## src/design/u16u8_pkg.sv

```systemverilog
package u16u8_pkg;

	// Surrogate ranges and the replacement character
	localparam logic [15:0] HIGH_SURR_LO = 16'hD800;
	localparam logic [15:0] HIGH_SURR_HI = 16'hDBFF;
	localparam logic [15:0] LOW_SURR_LO  = 16'hDC00;
	localparam logic [15:0] LOW_SURR_HI  = 16'hDFFF;
	localparam logic [15:0] REPLACE_CP   = 16'hFFFD;
	localparam logic [20:0] SUPP_BASE    = 21'h010000;

	// U+FFFD in UTF-8, index 0 goes out first
	localparam logic [2:0][7:0] FFFD_BYTES = {8'hBD, 8'hBF, 8'hEF};

	// Bytes of one encoded code point, index 0 first
	typedef struct packed {
		logic [2:0]      nbytes;
		logic [3:0][7:0] bytes;
	} enc_t;

	// One queued request: optional U+FFFD prefix, then up to four bytes
	typedef struct packed {
		logic            fffd;
		logic [2:0]      nbytes;
		logic [3:0][7:0] bytes;
	} job_t;

	// Queue status toward the front end
	typedef struct packed {
		logic valid;
		logic full;
	} q_stat_t;

	// UTF-8 encoding of a code point below U+10000
	function automatic enc_t encode_bmp(input logic [15:0] cp);
		enc_t e;
		e = '0;
		priority if (cp < 16'h0080) begin
			e.nbytes   = 3'd1;
			e.bytes[0] = cp[7:0];
		end else if (cp < 16'h0800) begin
			e.nbytes   = 3'd2;
			e.bytes[0] = {3'b110, cp[10:6]};
			e.bytes[1] = {2'b10, cp[5:0]};
		end else begin
			e.nbytes   = 3'd3;
			e.bytes[0] = {4'b1110, cp[15:12]};
			e.bytes[1] = {2'b10, cp[11:6]};
			e.bytes[2] = {2'b10, cp[5:0]};
		end
		return e;
	endfunction

endpackage

```

## src/design/u16u8_front.sv

```systemverilog
module u16u8_front
	import u16u8_pkg::*;
(
	input  logic        clk,
	input  logic        arst_n,
	input  logic        in_valid,
	output logic        in_stall,
	input  logic [15:0] code_unit,
	input  q_stat_t     q_stat,
	output logic        push,
	output job_t        push_job
);

	logic       pending_q, pending_d;
	logic [9:0] high_bits_q, high_bits_d;
	logic       started_q, started_d;
	logic       accept;
	logic       is_high, is_low, is_zero;
	logic [20:0] supp_cp;
	enc_t       enc;

	assign in_stall = q_stat.full;
	assign accept   = in_valid && !in_stall;

	// Classify the incoming unit
	assign is_zero = (code_unit == 16'd0);
	assign is_high = (code_unit >= HIGH_SURR_LO) && (code_unit <= HIGH_SURR_HI);
	assign is_low  = (code_unit >= LOW_SURR_LO) && (code_unit <= LOW_SURR_HI);
	assign supp_cp = SUPP_BASE + {1'b0, high_bits_q, code_unit[9:0]};

	// Build the request and next surrogate state
	always_comb begin
		push        = 1'b0;
		push_job    = '0;
		enc         = '0;
		pending_d   = pending_q;
		high_bits_d = high_bits_q;
		started_d   = started_q;
		if (accept) begin
			if (is_zero) begin
				// terminator: flush held surrogate, emit 0 once a unit came, back to reset state
				push            = started_q;
				push_job.fffd   = pending_q;
				push_job.nbytes = 3'd1;
				pending_d       = 1'b0;
				high_bits_d     = '0;
				started_d       = 1'b0;
			end else begin
				started_d = 1'b1;
				if (pending_q && is_low) begin
					// surrogate pair -> four bytes
					push              = 1'b1;
					push_job.nbytes   = 3'd4;
					push_job.bytes[0] = {5'b11110, supp_cp[20:18]};
					push_job.bytes[1] = {2'b10, supp_cp[17:12]};
					push_job.bytes[2] = {2'b10, supp_cp[11:6]};
					push_job.bytes[3] = {2'b10, supp_cp[5:0]};
					pending_d         = 1'b0;
					high_bits_d       = '0;
				end else begin
					push_job.fffd = pending_q;
					pending_d     = 1'b0;
					high_bits_d   = '0;
					if (is_high) begin
						pending_d   = 1'b1;
						high_bits_d = code_unit[9:0];
					end else if (is_low) begin
						enc = encode_bmp(REPLACE_CP);
					end else begin
						enc = encode_bmp(code_unit);
					end
					push_job.nbytes = enc.nbytes;
					push_job.bytes  = enc.bytes;
					push            = pending_q || !is_high;
				end
			end
		end
	end

	always_ff @(posedge clk or negedge arst_n) begin
		if (!arst_n) begin
			pending_q   <= 1'b0;
			high_bits_q <= '0;
			started_q   <= 1'b0;
		end else begin
			pending_q   <= pending_d;
			high_bits_q <= high_bits_d;
			started_q   <= started_d;
		end
	end

endmodule

```

## src/design/u16u8_queue.sv

```systemverilog
module u16u8_queue
	import u16u8_pkg::*;
#(
	parameter int DEPTH = 2
) (
	input  logic    clk,
	input  logic    arst_n,
	input  logic    push,
	input  job_t    push_job,
	input  logic    pop,
	output q_stat_t q_stat,
	output job_t    head
);

	localparam int PW = (DEPTH > 1) ? $clog2(DEPTH) : 1;
	localparam int CW = $clog2(DEPTH + 1);

	job_t          mem_q [DEPTH];
	logic [PW-1:0] wr_ptr_q, rd_ptr_q;
	logic [CW-1:0] count_q;

	assign q_stat.valid = (count_q != '0);
	assign q_stat.full  = (count_q == CW'(DEPTH));
	assign head         = mem_q[rd_ptr_q];

	// Pointers and fill count
	always_ff @(posedge clk or negedge arst_n) begin
		if (!arst_n) begin
			wr_ptr_q <= '0;
			rd_ptr_q <= '0;
			count_q  <= '0;
		end else begin
			if (push)
				wr_ptr_q <= (wr_ptr_q == PW'(DEPTH - 1)) ? '0 : wr_ptr_q + 1'b1;
			if (pop)
				rd_ptr_q <= (rd_ptr_q == PW'(DEPTH - 1)) ? '0 : rd_ptr_q + 1'b1;
			if (push && !pop)
				count_q <= count_q + 1'b1;
			else if (pop && !push)
				count_q <= count_q - 1'b1;
		end
	end

	// Entry storage
	always_ff @(posedge clk) begin
		if (push)
			mem_q[wr_ptr_q] <= push_job;
	end

endmodule

```

## src/design/u16u8_back.sv

```systemverilog
module u16u8_back
	import u16u8_pkg::*;
(
	input  logic       clk,
	input  logic       arst_n,
	input  logic       q_valid,
	input  job_t       head,
	output logic       pop,
	output logic       out_valid,
	input  logic       out_stall,
	output logic [7:0] out_byte,
	output logic       run_last
);

	job_t       cur_q;
	logic       busy_q;
	logic [2:0] idx_q;
	logic       out_valid_q;
	logic [7:0] out_byte_q;
	logic       run_last_q;
	logic       out_free;
	logic [2:0] pre_len, total, sel;
	logic [7:0] cur_byte;
	logic       is_last;

	assign out_valid = out_valid_q;
	assign out_byte  = out_byte_q;
	assign run_last  = run_last_q;
	assign out_free  = !out_valid_q || !out_stall;

	// Pick the byte at the current position
	assign pre_len = cur_q.fffd ? 3'd3 : 3'd0;
	assign total   = pre_len + cur_q.nbytes;
	assign sel     = idx_q - pre_len;
	assign is_last = (idx_q == total - 3'd1);
	always_comb begin
		if (cur_q.fffd && idx_q < 3'd3)
			cur_byte = FFFD_BYTES[idx_q[1:0]];
		else
			cur_byte = cur_q.bytes[sel[1:0]];
	end

	// Take the next request as the current one finishes
	assign pop = q_valid && (!busy_q || (out_free && is_last));

	always_ff @(posedge clk or negedge arst_n) begin
		if (!arst_n) begin
			busy_q      <= 1'b0;
			idx_q       <= '0;
			out_valid_q <= 1'b0;
		end else begin
			if (out_free)
				out_valid_q <= busy_q;
			if (pop) begin
				busy_q <= 1'b1;
				idx_q  <= '0;
			end else if (busy_q && out_free) begin
				if (is_last)
					busy_q <= 1'b0;
				else
					idx_q <= idx_q + 3'd1;
			end
		end
	end

	// Request payload and output data
	always_ff @(posedge clk) begin
		if (pop)
			cur_q <= head;
		if (out_free && busy_q) begin
			out_byte_q <= cur_byte;
			run_last_q <= is_last;
		end
	end

endmodule

```

## src/design/utf16_to_utf8_transcoder_core.sv

```systemverilog
// A unit passes the queue, the current-request and the output registers.
// Throughput: one output byte per cycle while out_stall is low; a unit's
// 1 to 6 bytes hold the byte serializer, a held high surrogate or an empty
// terminator takes none. Input is taken every cycle while the queue has room.
// Reset (arst_n low) clears the surrogate state, the queue and the output.
module utf16_to_utf8_transcoder_core
	import u16u8_pkg::*;
#(
	parameter int QUEUE_DEPTH = 2
) (
	input  logic        clk,
	input  logic        arst_n,
	input  logic        in_valid,
	output logic        in_stall,
	input  logic [15:0] code_unit,
	output logic        out_valid,
	input  logic        out_stall,
	output logic [7:0]  out_byte,
	output logic        run_last
);

	q_stat_t q_stat;
	logic    push, pop;
	job_t    push_job, head;

	u16u8_front u_front (
		.clk       (clk),
		.arst_n    (arst_n),
		.in_valid  (in_valid),
		.in_stall  (in_stall),
		.code_unit (code_unit),
		.q_stat    (q_stat),
		.push      (push),
		.push_job  (push_job)
	);

	u16u8_queue #(
		.DEPTH (QUEUE_DEPTH)
	) u_queue (
		.clk      (clk),
		.arst_n   (arst_n),
		.push     (push),
		.push_job (push_job),
		.pop      (pop),
		.q_stat   (q_stat),
		.head     (head)
	);

	u16u8_back u_back (
		.clk       (clk),
		.arst_n    (arst_n),
		.q_valid   (q_stat.valid),
		.head      (head),
		.pop       (pop),
		.out_valid (out_valid),
		.out_stall (out_stall),
		.out_byte  (out_byte),
		.run_last  (run_last)
	);

	// A zero byte only ever closes the bytes of a unit
	a_zero_is_last: assert property (@(posedge clk) disable iff (!arst_n)
		out_valid && out_byte == 8'h00 |-> run_last)
		else $error("zero byte not marked last");

	// A lead byte is always followed by continuation bytes
	a_lead_not_last: assert property (@(posedge clk) disable iff (!arst_n)
		out_valid && out_byte[7:6] == 2'b11 |-> !run_last)
		else $error("multi-byte lead marked last");

	// Once a non-final byte is taken, the next byte follows without a gap
	a_no_gap: assert property (@(posedge clk) disable iff (!arst_n)
		out_valid && !out_stall && !run_last |=> out_valid)
		else $error("gap inside a multi-byte sequence");

endmodule
```

## config.mk

```make
export PLATFORM = sky130hd
export DESIGN_NAME = utf16_to_utf8_transcoder_core
export DESIGN_NICKNAME = d
export VERILOG_FILES = /design/src/design/u16u8_pkg.sv /design/src/design/u16u8_front.sv /design/src/design/u16u8_queue.sv /design/src/design/u16u8_back.sv /design/src/design/utf16_to_utf8_transcoder_core.sv
export SDC_FILE = /design/constraint.sdc
export NUM_CORES = 1
export LEC_CHECK = 0
export BUFFER_PORTS_ARGS = -buffer_cell sky130_fd_sc_hd__buf_4
export CAP_MARGIN = 10
export CORE_ASPECT_RATIO = 2
export CORE_UTILIZATION = 45
export CTS_CLUSTER_DIAMETER = 120
export CTS_CLUSTER_SIZE = 20
export DETAILED_ROUTE_END_ITERATION = 8
export GPL_ROUTABILITY_DRIVEN = 0
export SYNTH_ARGS = -nofsm -noshare
export SYNTH_HDL_FRONTEND = slang
export SYNTH_SLANG_ARGS = --single-unit
```

## constraint.sdc

```tcl
create_clock -name clk -period 4.2 [get_ports clk]
set_input_delay 0.42 -clock clk [delete_from_list [all_inputs] [get_ports clk]]
set_output_delay 0.42 -clock clk [all_outputs]
set_load 0.01 [all_outputs]
```

; Word-level counts from Yosys, hierarchy flattened
; Memory sizes are Yosys's and may differ from the RTL's. A register that Yosys moved wholly into a read port is not among the register bits.
; Index checks and enable logic that the tools add are counted.
[totals]
mem_count = 1
inputBits = 20
ramBits = 72
word_cells = 101
output_inout_bits = 11
reg_bits = 30
[op_classes]
muxes = 41
n_reduce_logical = 27
order_cmp = 9
n_addsub = 9
eq_ne = 3
[mem_list]
columns = name, words, word_bits, read_ports, rd_clocked_by_memory_dff, write_ports, line_no
row1 = u_queue.mem_q, 2, 36, 1, 1, 1, u16u8_queue.sv:18  ; job_t mem_q [DEPTH];
[op_table]
columns = cell, count
row1 = two-way mux 35 bit, 3
row2 = two-way mux 8 bit, 5
row3 = two-way mux 36 bit, 1
row4 = binary-select mux 8 bit (select 2 bit), 2
row5 = greater-or-equal comparator 16 bit (second input constant), 2
row6 = less-or-equal comparator 16 bit (second input constant), 2
row7 = two-way mux 32 bit, 1
row8 = two-way mux 10 bit, 3
row9 = adder 17 x 20 -> 21 bit (first input constant), 1
row10 = zero test 16 bit, 1
row11 = less-than comparator 16 x 12 -> 1 bit (second input constant), 1
row12 = less-than comparator 16 x 8 -> 1 bit (second input constant), 1
row13 = two-way mux 1 bit, 16
row14 = two-way mux 16 bit, 1
row15 = two-way mux 14 bit, 1
row16 = two-way mux 3 bit, 4
row17 = logical AND 1 bit, 10
row18 = nonzero test 2 bit, 4
row19 = zero test 1 bit, 7
row20 = less-than comparator 2 x 3 -> 1 bit (second input constant), 2
row21 = two-way mux 2 bit, 3
row22 = two-way mux 4 bit, 1
row23 = AND reduction 2 bit, 2
row24 = adder 3 x 1 -> 3 bit (second input constant), 1
row25 = 11 further kinds, 14

; Longest topological paths before layout
; Gate-level depths: netlist of the first run.
[depth]
depth_word = 11
mapped_depth = 12
mapped_depth_nobuf = 12

; Modules after synthesis
; Synthesis of the first run repeated with hierarchy kept, for this count alone.
[unflattened]
hier_cells = 408
area_unflattened_um2 = 6261.0
[modules_own_cells]
columns = mod, cells_each, seq_area_each_um2, area_per_inst_um2, instances
row1 = u16u8_queue, 128, 2262.2, 2936.6, 1
row2 = u16u8_back, 127, 1476.4, 2110.8, 1
row3 = u16u8_front, 153, 300.3, 1213.7, 1

; Worst setup path after synthesis of the first run
; No wires, ideal clock.
[synth_timing]
path_kind = register -> register
startpoint = register u_queue.count_q[0]
endpoint = memory u_queue.mem_q[0][0] in the netlist's numbering, enable pin
path_buffers = 1
t_required_ns = 3.775
stages_incl_launch_ff = 6
slack_ns = 1.235
setup_time_ns = 0.425
arrival_time_ns = 2.540
synth_period_minus_slack_ns = 2.965
cell_sequence = dfrtp_1 > nand2b_1 > and2_1 > clkbuf_1 > o221a_4 > nor2b_1
[synth_between]
elab_chain_cells = 6
[synth_rtl]
columns = element, line_no
row1 = start: declaration, u16u8_queue.sv:20  ; logic [CW-1:0] count_q;
row2 = start signal: assignment, u16u8_queue.sv:38  ; count_q <= count_q + 1'b1;
row3 = start signal: assignment, u16u8_queue.sv:40  ; count_q <= count_q - 1'b1;
row4 = == test 2 bit, u16u8_queue.sv:23  ; assign q_stat.full = (count_q == CW'(DEPTH));
row5 = zero test 1 bit, u16u8_front.sv:23  ; assign accept = in_valid && !in_stall;
row6 = logical AND 1 bit, u16u8_front.sv:23
row7 = two-way mux 1 bit, u16u8_front.sv:39  ; if (accept) begin
row8 = named net push, utf16_to_utf8_transcoder_core.sv:23  ; logic push, pop;
row9 = two-way mux 1 bit, u16u8_queue.sv:46  ; if (push)
row10 = two-way mux 1 bit (implied by the code), u16u8_queue.sv:47  ; mem_q[wr_ptr_q] <= push_job;
row11 = end: declaration, u16u8_queue.sv:18
; The timed path passes the listed nets, and every way through them passes these cells.

; Worst setup path after layout of the first run
[layout_timing]
startpoint = register u_back.cur_q[35] (netlist name)
endpoint = register u_back.cur_q[16] (netlist name)
[layout_between]
elab_chain_cells = 7
[layout_rtl]
columns = element, line_no
row1 = two-way mux 2 bit, u16u8_back.sv:32  ; assign pre_len = cur_q.fffd ? 3'd3 : 3'd0;
row2 = adder 3 bit, u16u8_back.sv:33  ; assign total = pre_len + cur_q.nbytes;
row3 = subtractor 3 x 1 -> 3 bit, u16u8_back.sv:35  ; assign is_last = (idx_q == total - 3'd1);
row4 = == test 3 bit, u16u8_back.sv:35
row5 = logical AND 1 bit, u16u8_back.sv:44  ; assign pop = q_valid && (!busy_q || (out_free && is_last));
row6 = logical OR 1 bit, u16u8_back.sv:44
row7 = logical AND 1 bit, u16u8_back.sv:44
row8 = named net pop, utf16_to_utf8_transcoder_core.sv:23
; The timed path passes the listed nets, and every way through them passes these cells.
; A chain may end at the register's enable or synchronous reset.

==> results of run 1 <==
[area by class of cell]
class / instances / area, um^2
fill: 1010 / 5540
sequential: 126 / 3680
multi-input combinational: 247 / 1760
clock buffer: 17 / 425
timing repair buffer: 36 / 273
clock inverter: 15 / 194
tap: 147 / 184
inverter: 17 / 63.8
[sequential cells by signal (all words and copies together), names as in the netlist]
register             count
u_back.busy_q            1
u_back.cur_q            32
u_back.idx_q             3
u_back.out_byte          8
u_back.out_valid         1
u_back.run_last          1
u_front.high_bits_q     10
u_front.pending_q        1
u_front.started_q        1
u_queue.count_q          2
u_queue.mem_q           64
u_queue.rd_ptr_q         1
u_queue.wr_ptr_q         1
[per-stage QoR]
step                 util  cell area, um^2
CTS                 0.543             6580
global placement    0.491             5950
detailed placement  0.491             5950
floorplan               -             5580
global route        0.543             6580
finish              0.543             6580
[placed cells by master (no fill, tap or decap), drive strengths merged, types with 3 or more instances in the layout]
cell type | Yosys | layout
edfxtp | 105 | 105
nand2 | 35 | 35
buf | 4 | 35
mux2 | 33 | 33
nor2 | 28 | 28
dfrtp | 21 | 21
o21ai | 20 | 20
inv | 17 | 19
clkbuf | 13 | 17
nor3 | 13 | 13
a21oi | 11 | 11
mux2i | 10 | 10
ha | 9 | 9
xnor2 | 8 | 8
clkinv | 0 | 8
a211oi | 7 | 7
and3 | 7 | 7
xor2 | 6 | 6
and2 | 6 | 6
nand3 | 5 | 5
o221ai | 5 | 5
nor2b | 5 | 5
nand2b | 4 | 4
o22ai | 4 | 4
bufinv | 0 | 4
or2 | 3 | 3
[metal layers]
metal	share of wire	vias up	global-route usage
met1	0.36	1654	0.208
met2	0.58	126	0.366
met4	0.029	0	0.102
li1	-	1590	-
met3	0.037	29	0.0441
met5	0	-	0
[where the power goes]
part / internal [mW] / total, mW / switching (mW)
clock network: 0.991 / 1.53 / 0.539
logic: 0.644 / 1.43 / 0.784
registers: 1.89 / 2.05 / 0.163
total: 3.52 / 5.01 / 1.49
[worst register-to-register path: cells and delay by family, from the launching register on]
family | cells | cell delay (ps)
xor+xnor | 2 | 310
fa+ha+maj | 2 | 380
flops | 1 | 410
simple gates | 1 | 320
buf+inv | 4 | 580
compound gates | 1 | 290
[timing repair]
action / 4_1_cts / 5_1_grt
endpoints found under the hold margin: 21 / 0
hold buffers: 1 / 0
buffers inserted: 0 / 0
[cell families (layout without fill, tap and decap cells)]
kind of cell / after synthesis / after routing / synth area share
muxes: 45 / 45 / 0.0927
DFF: 126 / 126 / 0.660
and+or+nand+nor: 115 / 115 / 0.105
buffers and inverters: 34 / 85 / 0.0242
AOI/OAI and AO/OA: 64 / 64 / 0.0761
xor gates and xnor gates: 14 / 14 / 0.0220
adders and majority gates: 9 / 9 / 0.0202
[worst paths after layout]
kind | endpoint | slack, ps | cells past startpoint
max | u_back.cur_q[16]$_DFFE_PP_ | 1550 | 10
min | u_front.high_bits_q[3]$_DFFE_PN0P_ | 320 | 3
max reg2reg | u_back.cur_q[16]$_DFFE_PP_ | 1550 | 10
min reg2reg | u_front.high_bits_q[3]$_DFFE_PN0P_ | 480 | 2
max in group asynchronous | u_front.high_bits_q[6]$_DFFE_PN0P_ | 3500 | 2
min in group asynchronous | u_back.idx_q[2]$_DFFE_PN0P_ | 450 | 2
==> flow_metrics.tcl, run 1 <==
set metrics [dict create \
    worstPathMaxFanout 32 \
    post_cts_resized 0 \
    die_height_um 159 \
    crit_family "buffers and inverters" \
    grt_max_degree 33 \
    root_buffer "clkbuf_16" \
    path_cells "inv_1 > ha_1 > inv_1 > ha_1 > xor2_1 > xnor2_1 > o31a_1 > or2_2 > inv_1 > buf_4" \
    via_count 3399 \
    cpPeakStageDelay_ps 410 \
    cp.required_ps 4260 \
    dr.pass1.iters 6 \
    synth-main-ff-cell "edfxtp_1" \
    end_kind "flop" \
    async_reset_ff_frac 0.167 \
    worstSkewPairLatency_ps 400 \
    cts_tree "built" \
    dp_cells 572 \
    synth_sequential_area_ratio 0.660 \
    max_freq_ghz 0.378 \
    whs_ps 317 \
    clock-sinks 126 \
    cts_made_buffers 17 \
    dieWidth_um 80.7 \
    syn_inst 407 \
    crit_top_cell "inv_1" \
    arrival_ps 2710 \
    htreeDepth 4 \
    hp-start "code_unit[3]" \
    drc 0 \
    fin_crit_sh 0.630 \
    cp-start-kind "flop" \
    io_buffers 30 \
    initial_core_util 0.460 \
    synth_top_area_share 0.566 \
    areaGrowthSynthToFinish_pct 18.1 \
    row_count 57 \
    final_cells 605 \
    setup_ws_ps 1550 \
    layout.nets 474 \
    synth-edff-count 105 \
    synth_top_area_cell "edfxtp_1" \
    finalHoldViolations 0 \
    synth.avg_cell_area_um2 13.7 \
    viasPerCell 5.62 \
    synth_area_mm2 0.00558 \
    ys_warn_count 0 \
    relSlewSlack 0.196 \
    pre_cts_ws_ps 1540 \
    io_pins 31 \
    skew_ps 5.47 \
    rsz0062_at_grt "false" \
    r2r-start "u_back.cur_q[35]$_DFFE_PP_" \
    avgRoutedWirePerCell_um 19.2 \
    dieArea_mm2 0.0129 \
    ys_types 52 \
    hold_path.class "input pin to flop" \
    cpMaxStageDelayCell "edfxtp_1" \
    critPathBufInv 4 \
    netlist_top_cells_count "edfxtp_1 (105), nand2_1 (35), mux2_2 (33)" \
    ys_ff_latch 126 \
    antenna_cells 0 \
    first_global_vias 3504 \
    p_leak_nw 2.52 \
    dp_hpwl_um 8330 \
    fin_total_pwr_mw 5.01 \
    synth_area_leaders "edfxtp_1 (57%), dfrtp_1 (9.4%), mux2_2 (6.7%)" \
    grt_pass1_wl_um 18700 \
    tns_ps 0 \
    worstMarginPinSlew_ps 1190 \
    wirelength_um 11600 \
    clkTransAtPathRegs_ps 50 \
    maxSlewViolCount 0 \
    maxCapViolCount 0 \
    status "completed" \
    drive_above_1_share 0.238 \
    initialDrtViolationCount 201 \
    critical_path_class "flop to flop" \
    vdd_drop_max_v 0.000352 \
    antenna_found_initial 0 \
    gr-total-overflow 0 \
    clockBufferDepth 2 \
    core_area_mm2 0.0121 \
    grt_usage 0.201 \
    period_needed_ps 2650 \
    setup_viol 0 \
    synth.most_common_cell "edfxtp_1" \
    p_per_area_mw_per_mm2 761 \
    startpoint "u_back.cur_q[35]$_DFFE_PP_" \
    synth_nets 436 \
    antenna_left 0 \
]
Note: power is estimated with default switching activity, not from simulation.
==> run 2: changes to the inputs <==
- clock period: 4.2 -> 2.3 ns (I/O delays scaled with it)
==> flow_metrics.tcl, run 2 (synthesis gave the netlist of run 1 again) <==
set metrics [dict create \
    status "finished, violations left" \
    violations "setup timing" \
    fin_crit_sh 1.02 \
    core_area_mm2 0.0121 \
    p_leak_nw 2.68 \
    cts_tree "built" \
    largest_reg_flops 64 \
    antenna_left 0 \
    io_buffers 30 \
    clockBufferDepth 2 \
    clock-sinks 126 \
    worstMarginPinSlew_ps 905 \
    initial_core_util 0.460 \
    skew_ps 9.58 \
    avgRoutedWirePerCell_um 19.0 \
    io_pins 31 \
    initialDrtViolationCount 292 \
    row_count 57 \
    areaGrowthSynthToFinish_pct 24.4 \
    r2r-end "u_back.cur_q[28]$_DFFE_PP_" \
    layout_common_cells "edfxtp_1 (105), buf_4 (63), nand2_1 (35), mux2_2 (33), nor2_1 (25)" \
    end_kind "flop" \
    cts_made_buffers 17 \
    hp-start "code_unit[4]" \
    dr.pass1.iters 5 \
    viasPerCell 5.54 \
    first_global_vias 3764 \
    max_freq_ghz 0.428 \
    vdd_drop_max_v 0.000734 \
    antenna_cells 0 \
    period_needed_ps 2340 \
    arrival_ps 2450 \
    relSlewSlack 0.396 \
    via_count 3537 \
    dp_hpwl_um 8710 \
    regMostFlops "u_queue.mem_q" \
    tns_ps -999 \
    grt_pass1_wl_um 19400 \
    cp.required_ps 2410 \
    maxSlewViolCount 0 \
    gr-total-overflow 0 \
    worstSkewPairLatency_ps 410 \
    wirelength_um 12100 \
    nFillCells 1003 \
    critical_path_class "flop to flop" \
    reg2regPathDepth 10 \
    rrSetupSlack_ps -40 \
    finalHoldViolations 0 \
    wl_met2_um 6950 \
    routed.top_layer "met4" \
    antenna_found_initial 0 \
    r2r-start "u_back.cur_q[35]$_DFFE_PP_" \
    htreeDepth 4 \
    rsz0062_at_grt "true" \
    min_path_cells 3 \
    layout.nets 507 \
    drive_above_1_share 0.318 \
    dieWidth_um 80.7 \
    grt_usage 0.210 \
    fin_util 0.572 \
    drc 0 \
    largestRegisters "u_queue.mem_q: 64 flops, u_back.cur_q: 32 flops, u_front.high_bits_q: 10 flops" \
    cp-start-kind "flop" \
    grt_max_degree 34 \
    wl_met3_um 419 \
    hold_path.class "input pin to flop" \
    place_area_mm2 0.00622 \
    setup_ws_ps -36.1 \
    maxCapViolCount 0 \
    wl_met1_um 4050 \
    dieArea_mm2 0.0129 \
    holdPathEnd "u_front.high_bits_q[4]$_DFFE_PN0P_" \
    design_area_mm2 0.00694 \
    setup_viol 33 \
    die_height_um 159 \
    final_common_cell "edfxtp_1" \
    clkTransAtPathRegs_ps 60 \
    root_buffer "clkbuf_16" \
    p_per_area_mw_per_mm2 1390 \
    worstPathMaxFanout 16 \
]
[run 2: metal layers]
metal | track usage | vias to the layer above
li1 | - | 1662
met1 | 0.201 | 1706
met2 | 0.386 | 118
met3 | 0.0453 | 51
met4 | 0.131 | 0
met5 | 0 | -
[run 2: metrics by stage]
step / hold slack (ps) / power, mW / std cells / worst slack [ps]
6_report: 132 / 9.65 / 638 / -36.1
5_1_grt: 130 / 10.2 / 638 / -182
4_1_cts: 111 / 9.51 / 636 / -81.1
3_5_place_dp: 157 / 6.73 / 599 / -99.5
3_3_place_gp: 144 / 6.65 / 599 / -94.4
2_1_floorplan: -65.6 / 5.69 / 407 / -99.3
[run 2: final cells by class]
cell class              count  area, um^2  share of cell area
repair buffers             69         571              0.0822
inverters                  17        70.1              0.0101
clock inverters            15         160              0.0231
flip-flops and latches    126        3680               0.530
multi-input cells         247        1850               0.267
well taps                 147         184              0.0265
clock buffers              17         425              0.0613
[run 2: how the worst max path moves through the flow]
stage | slack, ps | end | from
floorplan | -100 | u_back.cur_q[0]$_DFFE_PP_ | u_back.cur_q[35]$_DFFE_PP_
global placement | -90 | u_queue.count_q[1]$_DFFE_PN0P_ | code_unit[7]
detailed placement | -100 | u_queue.count_q[1]$_DFFE_PN0P_ | u_back.cur_q[35]$_DFFE_PP_
CTS | -80 | u_queue.count_q[1]$_DFFE_PN0P_ | u_back.cur_q[35]$_DFFE_PP_
global route | -180 | u_queue.count_q[1]$_DFFE_PN0P_ | u_back.cur_q[35]$_DFFE_PP_
finish | -40 | u_back.cur_q[28]$_DFFE_PP_ | u_back.cur_q[35]$_DFFE_PP_
[run 2: power by group]
group / internal (mW) / total [mW] / leakage, nW / switching [mW]
Combinational: 1.65 / 3.38 / 1.15 / 1.73
Clock: 1.61 / 2.61 / 0.274 / 0.999
Sequential: 3.45 / 3.67 / 1.26 / 0.221
[run 2: timing repair]
item	4_1_cts	5_1_grt
gates resized for setup	4	7
setup buffers	4	0
pin swaps	5	6
setup endpoints to repair	34	40
gates cloned	0	2
hold buffers	1	0
hold endpoints to repair	21	0
[run 2: worst max-delay path, cell delays in order, from the launching register on]
cell	delay [ps]
edfxtp_1	350
inv_2	70
ha_4	270
inv_4	30
ha_4	150
xor2_2	140
xnor2_1	140
o31a_1	300
or2_4	260
clkinvlp_4	150
buf_12	160
==> run 3: changes to the inputs <==
- CORE_UTILIZATION: 45 -> 55
- MAX_ROUTING_LAYER: unset -> met4
- PLACE_DENSITY: unset -> 0.76
==> flow_metrics.tcl, run 3 (synthesis gave the netlist of run 1 again) <==
set metrics [dict create \
    status "finished, violations left" \
    violations "setup timing" \
    cp.required_ps 2410 \
    first_global_vias 3748 \
    dieArea_mm2 0.0106 \
    antenna_cells 0 \
    path_cells "inv_2 > ha_1 > inv_1 > ha_4 > xnor2_2 > nand2_1 > o31a_1 > or2_4 > buf_4 > clkinvlp_4 > buf_12" \
    layout_common_cells "edfxtp_1 (105), buf_4 (61), nand2_1 (35), mux2_2 (33), nor2_1 (26)" \
    core_area_mm2 0.00976 \
    io_buffers 30 \
    grt_usage 0.257 \
    viasPerCell 5.91 \
    rsz0062_at_grt "true" \
    dr.pass1.iters 5 \
    largest_reg_flops 64 \
    hold_path.class "input pin to flop" \
    max_freq_ghz 0.398 \
    cpPeakStageDelay_ps 410 \
    drc 0 \
    antenna_found_initial 0 \
    clock-sinks 126 \
    root_buffer "clkbuf_16" \
    tns_ps -6740 \
    die_height_um 144 \
    cts_made_buffers 17 \
    areaGrowthSynthToFinish_pct 23.3 \
    fin_crit_sh 1.09 \
    relSlewSlack 0.404 \
    arrival_ps 2630 \
    setup_viol 33 \
    antenna_left 0 \
    via_count 3658 \
    worstSkewPairLatency_ps 410 \
    cpMaxStageDelayCell "edfxtp_1" \
    drive_above_1_share 0.304 \
    period_needed_ps 2510 \
    setup_ws_ps -212 \
    p_per_area_mw_per_mm2 1400 \
    cp-start-kind "flop" \
    io_pins 31 \
    p_leak_nw 2.66 \
    clockBufferDepth 2 \
    critical_path_class "flop to flop" \
    end_kind "flop" \
    maxCapViolCount 0 \
    maxSlewViolCount 0 \
    skew_ps 5.02 \
    largestRegisters "u_queue.mem_q: 64 flops, u_back.cur_q: 32 flops, u_front.high_bits_q: 10 flops" \
    grt_max_degree 34 \
    layout.nets 503 \
    initial_core_util 0.571 \
    regMostFlops "u_queue.mem_q" \
    gr-total-overflow 0 \
    final_common_cell "edfxtp_1" \
    clkTransAtPathRegs_ps 60 \
    cts_tree "built" \
    vdd_drop_max_v 0.000875 \
    grt_pass1_wl_um 18400 \
    worstPathMaxFanout 16 \
    whs_ps 128 \
    dieWidth_um 73.2 \
    htreeDepth 4 \
    worstMarginPinSlew_ps 892 \
    wirelength_um 12400 \
    initialDrtViolationCount 254 \
    row_count 51 \
    finalHoldViolations 0 \
    avgRoutedWirePerCell_um 20.0 \
    dp_hpwl_um 8430 \
]
==> run 3: cell count changes in the layout (fill, tap and decap cells not counted), sizes merged <==
cell	previous run	this run
buf	67	63
bufinv	2	3
clkbuf	18	20
clkinv	2	6
clkinvlp	6	4
inv	22	17
==> run 3: worst paths after layout <==
kind                       slack [ps]  cells past startpoint                          startpoint                                  to
max in group asynchronous        1810                      2                              arst_n  u_front.high_bits_q[7]$_DFFE_PN0P_
max reg2reg                      -210                     11          u_back.cur_q[35]$_DFFE_PP_           u_back.cur_q[0]$_DFFE_PP_
min in group asynchronous         260                      2                              arst_n           u_back.busy_q$_DFFE_PN0P_
max                              -210                     11          u_back.cur_q[35]$_DFFE_PP_           u_back.cur_q[0]$_DFFE_PP_
min reg2reg                       480                      2  u_front.high_bits_q[3]$_DFFE_PN0P_  u_front.high_bits_q[3]$_DFFE_PN0P_
min                               130                      3                        code_unit[1]  u_front.high_bits_q[1]$_DFFE_PN0P_
==> run 3: area by class of cell <==
type,count,area (um^2)
Sequential cell,126,3680
Fill cell,651,2890
Multi-Input combinational cell,247,1840
Timing Repair Buffer,65,524
Clock buffer,19,433
Clock inverter,13,166
Tap cell,132,165
Inverter,17,70.1
==> run 3: power by group <==
| part | total, mW | internal [mW] | switching, mW |
|---|---|---|---|
| Combinational | 3.28 | 1.57 | 1.71 |
| Sequential | 3.71 | 3.45 | 0.261 |
| Clock | 2.67 | 1.71 | 0.958 |
==> run 3: critical path, delay by kind of cell, from the launching register on <==
| family | cells | cell delay, ps |
|---|---|---|
| compound gates | 1 | 290 |
| xor+xnor | 1 | 100 |
| fa+ha+maj | 2 | 420 |
| flops | 1 | 410 |
| buf+inv | 5 | 620 |
| simple gates | 2 | 370 |
==> run 3: stage by stage <==
step                      instance area (um^2)  power (mW)  std cells   util  setup slack, ps
after floorplan                           5610        5.69        407      -            -99.3
after global placement                    6160        6.56        581  0.631            -24.6
after detailed placement                  6160        6.67        581  0.631            -75.8
after CTS                                 6780        9.38        615  0.694            -90.8
after global routing                      6880        10.1        619  0.704             -272
final                                     6880        9.66        619  0.704             -212
==> run 3: what timing repair did <==
action                                  in CTS  in global routing
pin swaps                                    0                  5
endpoints found under the hold margin       21                  0
setup buffers                                1                  2
endpoints found under the setup margin       2                 41
cloned                                       0                  2
gates resized for setup                      0                  8
hold buffers                                 1                  0
==> run 3: metal layers <==
metal	GRT usage	routed length [um]
met1	0.221	3890
met2	0.472	7130
met3	0.0523	594
met4	0.180	769
met5	-	0
